==> src/rtl/jdsm_pkg.sv <==
// ----------------------------------------------------------------------------
// jdsm_pkg: shared types and constants of the joystick drive shaper and mixer
// Holds the sequencer states, the shared multiplier controls, the register
// indexes, the fixed arithmetic constants and a common saturation function.
// ----------------------------------------------------------------------------
package jdsm_pkg;

  // Configuration register indexes
  localparam logic REG_X_SCALE   = 1'b0;
  localparam logic REG_SMOOTHING = 1'b1;

  localparam logic [6:0] PCT_RESET = 7'd100;
  localparam logic [7:0] CENTRE    = 8'd127;
  localparam logic [7:0] DEADBAND_HALF = 8'd8;
  localparam logic [7:0] DRIVE_MAX = 8'd254;
  localparam logic [7:0] BYTE_MAX  = 8'd255;

  // Filter offset keeps the divided term non-negative
  localparam logic [11:0] LP_OFFSET = 12'd2000;
  localparam logic [4:0]  LP_BIAS   = 5'd20;

  // Shared multiplier widths
  localparam int MUL_A_W = 19;
  localparam int MUL_B_W = 13;
  localparam int PROD_W  = MUL_A_W + MUL_B_W;
  localparam int QUO_W   = PROD_W - MUL_A_W;

  // Reciprocals scaled by 2**MUL_A_W, rounded down; one correction step fixes
  // the quotient for any dividend below 2**MUL_A_W.
  localparam logic [MUL_B_W-1:0] RECIP_100 = MUL_B_W'((1 << MUL_A_W) / 100);
  localparam logic [MUL_B_W-1:0] RECIP_127 = MUL_B_W'((1 << MUL_A_W) / 127);
  localparam logic [6:0] DIVISOR_100 = 7'd100;
  localparam logic [6:0] DIVISOR_127 = 7'd127;

  typedef enum logic {
    MUL_OP_DIRECT,
    MUL_OP_RECIP
  } mul_op_t;

  typedef enum logic {
    DIV_100,
    DIV_127
  } div_sel_t;

  typedef struct packed {
    mul_op_t  op;
    div_sel_t div;
  } mul_ctrl_t;

  typedef enum logic [3:0] {
    ST_IDLE,
    ST_SC_MUL,
    ST_SC_REC,
    ST_SC_FIX,
    ST_CV_MUL,
    ST_CV_REC,
    ST_CV_FIX,
    ST_FX_MUL,
    ST_FX_REC,
    ST_FX_FIX,
    ST_FY_MUL,
    ST_FY_REC,
    ST_FY_FIX,
    ST_DONE
  } state_t;

  // Clamp a signed value into 0..hi
  function automatic logic [7:0] sat_range(input logic signed [14:0] v,
                                           input logic [7:0] hi);
    logic [7:0] r;
    if (v < 15'sd0) begin
      r = 8'd0;
    end else if (v > $signed({7'd0, hi})) begin
      r = hi;
    end else begin
      r = v[7:0];
    end
    return r;
  endfunction

endpackage

==> src/rtl/jdsm_mul.sv <==
// ----------------------------------------------------------------------------
// jdsm_mul: shared multiplier with constant-divisor quotient correction
// Either multiplies the two operands, or multiplies the previous product by
// a scaled reciprocal; the corrected quotient is offered the cycle after.
// ----------------------------------------------------------------------------
module jdsm_mul
  import jdsm_pkg::*;
(
  input  logic               clk,
  input  mul_ctrl_t          ctrl,
  input  logic [MUL_A_W-1:0] op_a,
  input  logic [MUL_B_W-1:0] op_b,
  output logic [QUO_W-1:0]   quo
);

  logic [PROD_W-1:0]  prod;
  logic [MUL_A_W-1:0] a_sel;
  logic [MUL_B_W-1:0] b_sel;
  logic [MUL_A_W-1:0] num;
  logic [6:0]         divisor;
  logic [QUO_W-1:0]   q0;
  logic [MUL_A_W:0]   q0_times_d;
  logic [MUL_A_W:0]   rem;

  always_comb begin
    divisor = (ctrl.div == DIV_127) ? DIVISOR_127 : DIVISOR_100;
    if (ctrl.op == MUL_OP_RECIP) begin
      a_sel = prod[MUL_A_W-1:0];
      b_sel = (ctrl.div == DIV_127) ? RECIP_127 : RECIP_100;
    end else begin
      a_sel = op_a;
      b_sel = op_b;
    end
  end

  always_ff @(posedge clk) begin
    prod <= PROD_W'(a_sel) * PROD_W'(b_sel);
    if (ctrl.op == MUL_OP_RECIP) begin
      num <= prod[MUL_A_W-1:0];
    end
  end

  // The estimate is at most one short of the true quotient.
  always_comb begin
    q0         = prod[PROD_W-1:MUL_A_W];
    q0_times_d = (MUL_A_W+1)'(q0) * (MUL_A_W+1)'(divisor);
    rem        = {1'b0, num} - q0_times_d;
    quo        = (rem >= (MUL_A_W+1)'(divisor)) ? q0 + QUO_W'(1) : q0;
  end

endmodule

==> src/rtl/jdsm_mix.sv <==
// ----------------------------------------------------------------------------
// jdsm_mix: deadband removal and arcade mix
// Removes the band around centre from both filtered axes and forms the left
// and right drive commands.
// ----------------------------------------------------------------------------
module jdsm_mix
  import jdsm_pkg::*;
(
  input  logic [7:0] filt_x,
  input  logic [7:0] filt_y,
  output logic [7:0] shaped_x,
  output logic [7:0] shaped_y,
  output logic [7:0] left_drive,
  output logic [7:0] right_drive
);

  function automatic logic [7:0] deadband(input logic [7:0] v);
    logic [7:0] r;
    if (v < CENTRE - DEADBAND_HALF) begin
      r = v + DEADBAND_HALF;
    end else if (v > CENTRE + DEADBAND_HALF) begin
      r = v - DEADBAND_HALF;
    end else begin
      r = CENTRE;
    end
    return r;
  endfunction

  logic signed [14:0] sum_w;
  logic signed [14:0] diff_w;

  always_comb begin
    shaped_x    = deadband(filt_x);
    shaped_y    = deadband(filt_y);
    sum_w       = $signed({7'd0, shaped_x}) + $signed({7'd0, shaped_y})
                  - $signed({7'd0, CENTRE});
    diff_w      = $signed({7'd0, shaped_x}) - $signed({7'd0, shaped_y})
                  + $signed({7'd0, CENTRE});
    left_drive  = sat_range(sum_w, DRIVE_MAX);
    right_drive = BYTE_MAX - sat_range(diff_w, DRIVE_MAX);
  end

endmodule

==> src/rtl/joystick_drive_shaper_mixer.sv <==
// ----------------------------------------------------------------------------
// joystick_drive_shaper_mixer: joystick shaping, smoothing and arcade mix
// Sequenced datapath around one shared multiplier that also serves the
// divisions by 100 and 127 through reciprocal multiplication.
// ----------------------------------------------------------------------------
// Usage:
// A joystick sample (stick_x, stick_y) enters as a valid/ready transaction on
// the input channel. Both axes are inverted; x is scaled about centre by
// x_scale_percent and bent by a quadratic curve; both axes then pass a
// first-order low-pass with gain smoothing_percent, whose outputs are kept as
// filter state. A deadband is removed and the arcade mix gives the drive
// commands. Each input transaction yields exactly one output transaction.
// The sequencer walks four multiply/reciprocal/correct triplets through the
// one shared multiplier and takes no new sample until the last one has left
// the sequencer.
// in_ready is high only while the sequencer is idle. A finished result sits
// in the output register; the next sample can be accepted and worked on while
// it waits, and the sequencer holds in its final step until the register is
// free, so a stalled receiver throttles the input side without losing data.
// Configuration registers are written through cfg_we/cfg_index/cfg_data with
// no handshake; they must only change while the block is idle.
// Reset (synchronous, active high) sets both percentages to 100, both filter
// states to centre (127), empties the output register and idles the sequencer.
// ----------------------------------------------------------------------------
module joystick_drive_shaper_mixer
  import jdsm_pkg::*;
(
  input  logic       clk,
  input  logic       rst,
  // input channel
  input  logic       in_valid,
  output logic       in_ready,
  input  logic [7:0] stick_x,
  input  logic [7:0] stick_y,
  // output channel
  output logic       out_valid,
  input  logic       out_ready,
  output logic [7:0] shaped_x,
  output logic [7:0] shaped_y,
  output logic [7:0] left_drive,
  output logic [7:0] right_drive,
  // configuration port
  input  logic       cfg_we,
  input  logic       cfg_index,
  input  logic [6:0] cfg_data
);

  state_t state;
  state_t state_next;

  // Configuration registers
  logic [6:0] x_scale_percent;
  logic [6:0] smoothing_percent;

  // Working registers
  logic [7:0] x_inv;
  logic [7:0] y_inv;
  logic [7:0] dev_mag;
  logic       dev_neg;
  logic [7:0] curve_x;
  logic [7:0] filtered_x;
  logic [7:0] filtered_y;

  // Shared unit
  mul_ctrl_t          mul_ctrl;
  logic [MUL_A_W-1:0] mul_a;
  logic [MUL_B_W-1:0] mul_b;
  logic [QUO_W-1:0]   mul_quo;

  // Combinational step results
  logic               x_low_side;
  logic [7:0]         scale_dev;
  logic signed [14:0] scaled_w;
  logic [7:0]         scaled;
  logic signed [14:0] curve_w;
  logic [7:0]         lp_old;
  logic [7:0]         lp_in;
  logic [11:0]        lp_term;
  logic signed [14:0] lp_w;
  logic [7:0]         lp_new;

  logic       out_load;
  logic [7:0] mix_x;
  logic [7:0] mix_y;
  logic [7:0] mix_left;
  logic [7:0] mix_right;

  assign in_ready = (state == ST_IDLE);
  assign out_load = (state == ST_DONE) && (!out_valid || out_ready);

  // --------------------------------------------------------------------------
  // Sequencer
  // --------------------------------------------------------------------------
  always_ff @(posedge clk) begin
    if (rst) begin
      state <= ST_IDLE;
    end else begin
      state <= state_next;
    end
  end

  always_comb begin
    state_next = state;
    mul_ctrl   = '{op: MUL_OP_DIRECT, div: DIV_100};
    unique case (state)
      ST_IDLE: begin
        if (in_valid) begin
          state_next = ST_SC_MUL;
        end
      end
      ST_SC_MUL: state_next = ST_SC_REC;
      ST_SC_REC: begin
        mul_ctrl.op = MUL_OP_RECIP;
        state_next  = ST_SC_FIX;
      end
      ST_SC_FIX: state_next = ST_CV_MUL;
      ST_CV_MUL: state_next = ST_CV_REC;
      ST_CV_REC: begin
        mul_ctrl   = '{op: MUL_OP_RECIP, div: DIV_127};
        state_next = ST_CV_FIX;
      end
      ST_CV_FIX: begin
        mul_ctrl.div = DIV_127;
        state_next   = ST_FX_MUL;
      end
      ST_FX_MUL: state_next = ST_FX_REC;
      ST_FX_REC: begin
        mul_ctrl.op = MUL_OP_RECIP;
        state_next  = ST_FX_FIX;
      end
      ST_FX_FIX: state_next = ST_FY_MUL;
      ST_FY_MUL: state_next = ST_FY_REC;
      ST_FY_REC: begin
        mul_ctrl.op = MUL_OP_RECIP;
        state_next  = ST_FY_FIX;
      end
      ST_FY_FIX: state_next = ST_DONE;
      ST_DONE: begin
        if (!out_valid || out_ready) begin
          state_next = ST_IDLE;
        end
      end
      default: state_next = ST_IDLE;
    endcase
  end

  // --------------------------------------------------------------------------
  // Operand selection and step arithmetic
  // --------------------------------------------------------------------------
  always_comb begin
    // Scaling: deviation from centre on the side the inverted sample lies
    x_low_side = (x_inv < CENTRE);
    scale_dev  = x_low_side ? (CENTRE + 8'd1 - x_inv) : (x_inv - CENTRE);
    scaled_w   = x_low_side
                 ? $signed({7'd0, CENTRE}) - $signed({2'd0, mul_quo})
                 : $signed({7'd0, CENTRE}) + $signed({2'd0, mul_quo});
    scaled     = sat_range(scaled_w, BYTE_MAX);

    // Curve: the quadratic term is added below centre and taken off above
    curve_w = dev_neg
              ? $signed({7'd0, CENTRE}) + $signed({2'd0, mul_quo})
              : $signed({7'd0, CENTRE}) + 15'sd1 - $signed({2'd0, mul_quo});

    // Low-pass: the same logic serves both axes
    if (state == ST_FY_MUL || state == ST_FY_REC || state == ST_FY_FIX) begin
      lp_old = filtered_y;
      lp_in  = y_inv;
    end else begin
      lp_old = filtered_x;
      lp_in  = curve_x;
    end
    lp_term = LP_OFFSET + 12'(lp_in) - 12'(lp_old);
    lp_w    = $signed({7'd0, lp_old}) + $signed({2'd0, mul_quo})
              - $signed(15'(smoothing_percent) * 15'(LP_BIAS));
    lp_new  = sat_range(lp_w, BYTE_MAX);

    unique case (state)
      ST_SC_MUL: begin
        mul_a = MUL_A_W'(scale_dev);
        mul_b = MUL_B_W'(x_scale_percent);
      end
      ST_CV_MUL: begin
        mul_a = MUL_A_W'(dev_mag);
        mul_b = MUL_B_W'(dev_mag);
      end
      ST_FX_MUL, ST_FY_MUL: begin
        mul_a = MUL_A_W'(lp_term);
        mul_b = MUL_B_W'(smoothing_percent);
      end
      default: begin
        mul_a = '0;
        mul_b = '0;
      end
    endcase
  end

  jdsm_mul u_mul (
    .clk  (clk),
    .ctrl (mul_ctrl),
    .op_a (mul_a),
    .op_b (mul_b),
    .quo  (mul_quo)
  );

  // --------------------------------------------------------------------------
  // Configuration, filter state and working registers
  // --------------------------------------------------------------------------
  always_ff @(posedge clk) begin
    if (rst) begin
      x_scale_percent   <= PCT_RESET;
      smoothing_percent <= PCT_RESET;
      filtered_x        <= CENTRE;
      filtered_y        <= CENTRE;
    end else begin
      if (cfg_we) begin
        unique case (cfg_index)
          REG_X_SCALE:   x_scale_percent   <= cfg_data;
          REG_SMOOTHING: smoothing_percent <= cfg_data;
          default: ;
        endcase
      end
      if (state == ST_FX_FIX) begin
        filtered_x <= lp_new;
      end
      if (state == ST_FY_FIX) begin
        filtered_y <= lp_new;
      end
    end
  end

  always_ff @(posedge clk) begin
    if (in_valid && in_ready) begin
      x_inv <= ~stick_x;
      y_inv <= ~stick_y;
    end
    if (state == ST_SC_FIX) begin
      dev_neg <= (scaled < CENTRE);
      dev_mag <= (scaled < CENTRE) ? (CENTRE - scaled) : (scaled - CENTRE);
    end
    if (state == ST_CV_FIX) begin
      curve_x <= sat_range(curve_w, BYTE_MAX);
    end
  end

  // --------------------------------------------------------------------------
  // Deadband, mix and output register
  // --------------------------------------------------------------------------
  jdsm_mix u_mix (
    .filt_x      (filtered_x),
    .filt_y      (filtered_y),
    .shaped_x    (mix_x),
    .shaped_y    (mix_y),
    .left_drive  (mix_left),
    .right_drive (mix_right)
  );

  always_ff @(posedge clk) begin
    if (rst) begin
      out_valid <= 1'b0;
    end else if (out_load) begin
      out_valid <= 1'b1;
    end else if (out_ready) begin
      out_valid <= 1'b0;
    end
  end

  always_ff @(posedge clk) begin
    if (out_load) begin
      shaped_x    <= mix_x;
      shaped_y    <= mix_y;
      left_drive  <= mix_left;
      right_drive <= mix_right;
    end
  end

  // --------------------------------------------------------------------------
  // Assertions
  // --------------------------------------------------------------------------
  a_fx_hold: assert property (@(posedge clk) disable iff (rst)
    (state != ST_FX_FIX) |=> $stable(filtered_x))
    else $error("x filter state changed outside its update step");

  a_fy_hold: assert property (@(posedge clk) disable iff (rst)
    (state != ST_FY_FIX) |=> $stable(filtered_y))
    else $error("y filter state changed outside its update step");

  a_done_loads: assert property (@(posedge clk) disable iff (rst)
    (state == ST_DONE && (!out_valid || out_ready)) |=> out_valid && in_ready)
    else $error("finished result was not presented");

  a_drive_range: assert property (@(posedge clk) disable iff (rst)
    out_valid |-> (left_drive != BYTE_MAX) && (right_drive != 8'd0))
    else $error("drive command outside its range");

endmodule

==> config.mk <==
export PLATFORM = sky130hd
export DESIGN_NAME = joystick_drive_shaper_mixer
export DESIGN_NICKNAME = d
export VERILOG_FILES = /design/src/rtl/jdsm_pkg.sv /design/src/rtl/jdsm_mul.sv /design/src/rtl/jdsm_mix.sv /design/src/rtl/joystick_drive_shaper_mixer.sv
export SDC_FILE = /design/constraint.sdc
export NUM_CORES = 1
export LEC_CHECK = 0
export BUFFER_PORTS_ARGS = -buffer_cell sky130_fd_sc_hd__buf_4
export CAP_MARGIN = 20
export CORE_UTILIZATION = 35
export CTS_BUF_LIST = sky130_fd_sc_hd__clkbuf_4
export CTS_CLUSTER_SIZE = 20
export DETAILED_ROUTE_END_ITERATION = 8
export PLACE_DENSITY = 0.55
export SKIP_CTS_REPAIR_TIMING = 1
export SYNTH_ARGS = -nofsm -noshare
export SYNTH_HDL_FRONTEND = slang
export SYNTH_SLANG_ARGS = --single-unit
==> constraint.sdc <==
create_clock -name clk -period 17.05 [get_ports clk]
set_input_delay 1.705 -clock clk [delete_from_list [all_inputs] [get_ports clk]]
set_output_delay 1.705 -clock clk [all_outputs]
set_load 0.01 [all_outputs]
== Word-level counts from Yosys, hierarchy flattened ==
Index checks and enable logic that the tools add are counted.

* Reduce and logical (&&, ||, !) cells: 15
* Div/mod/pow operators: 0
* Shift operators: 0
* Add/sub/neg operators: 22
* Equality and inequality tests: 15
* Multipliers: 3
* Mux-type cells: 32
* $lt $le $gt $ge: 17
* Bitwise gates (word level): 3

{| class="wikitable"
|+ Operators by type and width
! cell !! count
|-
| $mux 8 || 16
|-
| $gt 15x9->1 const B || 5
|-
| $lt 15x1->1 const B || 5
|-
| $pmux 4 s14 || 1
|-
| $pmux 12 s3 || 1
|-
| $lt 8x7->1 const B || 4
|-
| $mul 19x13->32 || 1
|-
| $mux 15 || 2
|-
| $mux 13 || 2
|-
| $eq 4x4->1 const B || 6
|-
| $pmux 8 s3 || 1
|-
| $ge 20x7->1 || 1
|-
| $mul 13x7->20 || 1
|-
| $sub 19x20->20 || 1
|-
| $mux 19 || 1
|-
| $add 8x4->8 const B || 2
|-
| $eq 4x3->1 const B || 4
|-
| $gt 8x8->1 const B || 2
|-
| $not 8->8 || 2
|-
| $sub 8x4->8 const B || 2
|-
| $sub 8x7->8 const B || 2
|-
| $sub 8x8->8 const A || 2
|-
| $add 15x8->15 const B || 1
|-
| $sub 14x12->15 || 1
|-
| 29 further kinds || 41
|}

* Bits of input ports: 29
* Memories kept: 0
* Output and inout port bits: 34
* Register bits after elaboration: 151
* Word-level logic and storage cells: 125
* Memory bits (writable): 0
* Memory bits (read-only): 0
* Bits in latches: 0

== Depth between registers and ports, before layout ==
* Depth in word-level cells: 15
* Mapped depth: 45
* Mapped depth without buffers: 42

== By module ==
Synthesis repeated with hierarchy kept, for this count alone.

* Cell total of the unflattened synthesis: 2443
* Area total of the unflattened synthesis: 21625.7 um^2

{| class="wikitable"
|+ Modules (own cells, without submodules)
! module !! seq. area each (um^2) !! cells each !! times used !! area an instance (um^2)
|-
| jdsm_mul || 1211.2 || 1450 || 1 || 13003.7
|-
| joystick_drive_shaper_mixer || 2652.5 || 759 || 1 || 6935.4
|-
| jdsm_mix || 0.0 || 234 || 1 || 1686.6
|}

== Worst setup path after synthesis ==
OpenSTA, ideal clock, no wires.

* Kind: flip-flop to flip-flop
* Start point: register state[3]
* End point: register filtered_x[2]
* Data required time: 16924 ps
* Cell stages (with the launch flop): 41
* Arrival time: 9749 ps
* Library setup time: 126 ps
* Clock period less this slack: 9875 ps
* Slack: 7175 ps
* Path buffers: 3
* Cells stage by stage: dfxtp_1 > clkbuf_1 > nand2b_1 > nor2_1 > clkinv_1 > nor2_1 > fa_1 > inv_1 > fa_1 > fa_1 > inv_1 > fa_1 > inv_1 > ha_1 > a21o_1 > a311o_1 > or3_1 > a221oi_1 > [5 not listed] > nor2b_1 > inv_1 > fa_1 > ha_1 > nor2b_1 > o21ai_0 > a21boi_0 > o21ai_0 > a21boi_0 > o21ai_0 > nand2b_1 > a21o_1 > a21oi_1 > o21ai_0 > a2111oi_0 > nand3_1 > o21ai_0 > o21ai_0

* Word-level cells in the longest chain between the ends: 13
* Elaborated cells between the ends (all ways): 22
* Those cells by class: 3 x add/sub; 1 x mul; 3 x order compare; 6 x eq/ne; 6 x mux; 3 x reduce/logical

{| class="wikitable"
|+ RTL lines
! element !! line !! source
|-
| start: declaration || joystick_drive_shaper_mixer.sv:48 || <nowiki>state_t state;</nowiki>
|-
| start signal: assignment || joystick_drive_shaper_mixer.sv:98 || <nowiki>state <= state_next;</nowiki>
|-
| $eq 4x3->1 || joystick_drive_shaper_mixer.sv:105 || <nowiki>unique case (state)</nowiki>
|-
| $reduce_or 2->1 (no line) || - ||
|-
| $mux 1 || joystick_drive_shaper_mixer.sv:105 ||
|-
| $mux 5 || jdsm_mul.sv:26 || <nowiki>divisor = (ctrl.div == DIV_127) ? DIVISOR_127 : DIVISOR_100;</nowiki>
|-
| $mul 13x7->20 || jdsm_mul.sv:46 || <nowiki>q0_times_d = (MUL_A_W+1)'(q0) * (MUL_A_W+1)'(divisor);</nowiki>
|-
| $sub 19x20->20 || jdsm_mul.sv:47 || <nowiki>rem = {1'b0, num} - q0_times_d;</nowiki>
|-
| $ge 20x7->1 || jdsm_mul.sv:48 || <nowiki>quo = (rem >= (MUL_A_W+1)'(divisor)) ? q0 + QUO_W'(1) : q0;</nowiki>
|-
| $mux 13 || jdsm_mul.sv:48 ||
|-
| $add 8x13->14 || joystick_drive_shaper_mixer.sv:173 || <nowiki>lp_w = $signed({7'd0, lp_old}) + $signed({2'd0, mul_quo})</nowiki>
|-
| $sub 14x12->15 || joystick_drive_shaper_mixer.sv:174 || <nowiki>- $signed(15'(smoothing_percent) * 15'(LP_BIAS));</nowiki>
|-
| $gt 15x9->1 || jdsm_pkg.sv:73 || <nowiki>end else if (v > $signed({7'd0, hi})) begin</nowiki>
|-
| $mux 8 || jdsm_pkg.sv:73 ||
|-
| $mux 8 || jdsm_pkg.sv:71 || <nowiki>if (v < 15'sd0) begin</nowiki>
|-
| end signal: assignment || joystick_drive_shaper_mixer.sv:223 || <nowiki>filtered_x <= lp_new;</nowiki>
|-
| end: declaration || joystick_drive_shaper_mixer.sv:61 || <nowiki>logic [7:0] filtered_x;</nowiki>
|}

Several ways; a longest one is shown, not always the timed one.
A chain may end at the register's enable or synchronous reset.

== Final worst setup path ==
* Start point: register state[0]
* End point: register filtered_y[0]

* Word-level cells in the longest chain between the ends: 13
* Elaborated cells between the ends (all ways): 21
* Those cells by class: 3 x add/sub; 1 x mul; 3 x order compare; 5 x eq/ne; 6 x mux; 3 x reduce/logical

{| class="wikitable"
|+ RTL lines
! element !! line !! source
|-
| $eq 4x3->1 || joystick_drive_shaper_mixer.sv:105 ||
|-
| $reduce_or 2->1 (no line) || - ||
|-
| $mux 1 || joystick_drive_shaper_mixer.sv:105 ||
|-
| $mux 5 || jdsm_mul.sv:26 ||
|-
| $mul 13x7->20 || jdsm_mul.sv:46 ||
|-
| $sub 19x20->20 || jdsm_mul.sv:47 ||
|-
| $ge 20x7->1 || jdsm_mul.sv:48 ||
|-
| $mux 13 || jdsm_mul.sv:48 ||
|-
| $add 8x13->14 || joystick_drive_shaper_mixer.sv:173 ||
|-
| $sub 14x12->15 || joystick_drive_shaper_mixer.sv:174 ||
|-
| $gt 15x9->1 || jdsm_pkg.sv:73 ||
|-
| $mux 8 || jdsm_pkg.sv:73 ||
|-
| $mux 8 || jdsm_pkg.sv:71 ||
|-
| end signal: assignment || joystick_drive_shaper_mixer.sv:226 || <nowiki>filtered_y <= lp_new;</nowiki>
|-
| end: declaration || joystick_drive_shaper_mixer.sv:62 || <nowiki>logic [7:0] filtered_y;</nowiki>
|}

Several ways; a longest one is shown, not always the timed one.

==> metrics.md <==
| Metric | Value |
|---|---|
| Rel. slew slack | `0.190` |
| CP max stage delay | `about 1 ns` |
| Via count | `15.5k` |
| Core area | `56,500 µm²` |
| Gp weighted congestion | `between 0.8 and 0.9` |
| Final Cycle Share | `0.735` |
| Initial antenna violation count | `2` |
| RSZ-0062 raised after global routing | `false` |
| Initial Util | `0.355` |
| Clk_skew | `0.0341 ns` |
| Setup Viol. Count Final | `0` |
| CTS buffer count | `17` |
| DP HPWL | `~42,000 µm` |
| Setup total negative slack | `0 ns` |
| Max_cap viols | `0` |
| Mux share of post-synthesis cell area | `0.0169` |
| TritonCTS clock tree | `yes` |
| Fillers | `between 5k and 6k` |
| Synth Register Bits | `around 150` |
| Slew @ Worst Pin | `roughly 1.2 ns` |
| Fin util | `0.385` |
| Slew Limit Fails | `0` |
| Clock latency on the worst-skew pair | `slightly above 0.7 ns` |
| Top reg by flops | `u_mul.prod` |
| Share of layout cells above drive strength 1 | `0.0632` |
| Largest net degree at the start of global routing | `between 40 and 50` |
| Mapped Cells | `around 2.3k` |
| Residual DRC | `0` |
| Crit path buf inv count | `6` |
| Post-DP Area | `between 20,000 and 25,000 µm²` |
| Clock slew at reported path FFs | `0.16 ns` |
| Hold WS | `around 0.45 ns` |
| Die area | `between 50,000 and 60,000 µm²` |
| Die width | `about 240 µm` |
| Slowest CP cell | `dfxtp_1` |
| Asr flop ratio synth | `0` |
| Design area | `between 20,000 and 25,000 µm²` |
| Critical path launch point type | `flop` |
| Avg Synthesized Cell Area | `8.69 µm²` |
| Fin. Hold Viols | `0` |
| CP top delay family | `compound AO/OA/AOI/OAI gates` |
| Main combinational cell family by area after synthesis | `adder cells` |
| DR WL/cell | `about 16 µm` |
| Distinct cell type count after synthesis | `90` |
| Most frequent cell after synthesis | `inv_1` |
| Synth top area cells | `fa_1 20%, ha_1 16%, edfxtp_1 13%, inv_1 9.2%, dfxtp_1 6.7%` |
| Sequential-to-total area share from yosys stat | `0.193` |
| DR vias/cell | `4.95` |
| CTS max path bufs | `2` |
| Leading area contributor after synthesis | `fa_1` |
| Post-synthesis xor/xnor area fraction | `0.0546` |
| Top FF cell, synth | `edfxtp_1` |
| First-pass GRT wire length | `81,900 µm` |
| CTS H-Tree Depth | `4` |
| Rows | `87` |
| Number of global-route vias before repair | `15.5k` |
| Share of the synthesized area in the top cell type | `0.202` |
| Crit end category | `flop` |
| Final nets | `2,841` |
| Post-route ant nets | `0` |
| Crit path required time | `17.62 ns` |
| Most frequent CP cell | `o21ai_0` |
| Number of flops mapped to enable cells by yosys | `between 80 and 90` |
| CTS Sinks | `151` |
| Number of port buffers | `62` |
| Synth Cell Area | `between 20,000 and 25,000 µm²` |
| DR pass1 iterations | `6` |
| Min Tclk post-route | `12.53 ns` |
| Number of flip-flops in the largest register | `32` |
| Compound-gate portion of the synthesized area | `0.136` |
| Type of the worst setup path | `reg2reg` |
| Fmax | `0.0798 GHz` |
| YS warnings | `0` |
| DR iter-0 viols | `1,244` |
| Global route overflow | `0` |
| Adder-cell area share of the yosys netlist | `0.358` |
| Commonest cells post-synth | `490 x inv_1, 249 x ha_1, 202 x fa_1, 202 x nand2_1, 136 x a21oi_1` |
| Outcome | `complete, no violations` |
| Synth Area in Simple Gates | `0.137` |
| Top Registers | `u_mul.prod (32), u_mul.num (19)` |
| Worst min path class | `reg2reg` |
| WP data arrival | `13.11 ns` |
| Gr usage total | `0.181` |
| P&R area growth vs syn | `8.48%` |
| Chip Height | `241 µm` |
| Max FO, Critical Path | `30` |
| DRT Wirelength | `between 50,000 and 60,000 µm` |
| I/O Pins | `between 60 and 70` |
| Root Driver | `clkbuf_4` |
[final timing paths]
check | startpoint | endpoint | slack [ns] | cells after the start
max reg2reg | state[0] | filtered_y[0] | 4.52 | 39
max | state[0] | filtered_y[0] | 4.52 | 39
min | u_mul.prod[7] | u_mul.num[7] | 0.45 | 0
min reg2reg | u_mul.prod[7] | u_mul.num[7] | 0.45 | 0
[layer usage]
layer / share of wire / track usage / wire (µm)
met3: 0.039 / 0.0231 / 1970
met5: 0 / 0 / 0
met4: 0.019 / 0.0516 / 949
met1: 0.48 / 0.250 / 24200
met2: 0.47 / 0.294 / 23500
[logic make-up (layout without fill, tap and decap cells)]
| group | count (synthesis) | count (layout) |
|---|---|---|
| AND/OR/NAND/NOR | 565 | 565 |
| buffers and inverters | 559 | 604 |
| adder cells (fa/ha/maj) | 452 | 452 |
| AO/OA/AOI/OAI | 420 | 420 |
| flip-flops | 151 | 151 |
| XOR/XNOR | 125 | 125 |
| multiplexers | 32 | 32 |
| other | 2 | 27 |
[metrics by stage]
step                      setup slack, ns  instances
after global routing                 3.60       3132
after global placement               5.11       3096
after floorplan                      7.17       2329
final                                4.52       3132
after CTS                            4.62       3128
after detailed placement             4.69       3096
[area by class of cell]
type / instances / area (µm²) / share of cell area
Tap cell: 756 / 946 / 0.0435
Clock buffer: 18 / 135 / 0.00622
Antenna cell: 2 / 5.00 / 0.000230
Sequential cell: 151 / 3860 / 0.178
Multi-Input combinational cell: 1619 / 14200 / 0.652
Clock inverter: 14 / 184 / 0.00846
Inverter: 495 / 1860 / 0.0855
Timing Repair Buffer: 77 / 578 / 0.0266
[layout by cell type, fill, tap and decap left out, drive strengths merged, types with 23 or more instances in the layout]
cell / synthesis / routed
inv: 493 / 502
ha: 249 / 249
nand2: 202 / 202
fa: 202 / 202
a21oi: 136 / 136
nor2: 118 / 118
o21ai: 94 / 94
xnor2: 90 / 90
edfxtp: 84 / 84
buf: 7 / 77
dfxtp: 67 / 67
nand3: 42 / 42
nand2b: 39 / 39
and2: 38 / 38
xor2: 35 / 35
a21o: 31 / 31
conb: 2 / 25
o21bai: 24 / 24
nor2b: 23 / 23
Power is left out: the tool's default activity adds up to more than one toggle a clock period on the data nets, which glitch-free logic cannot reach.
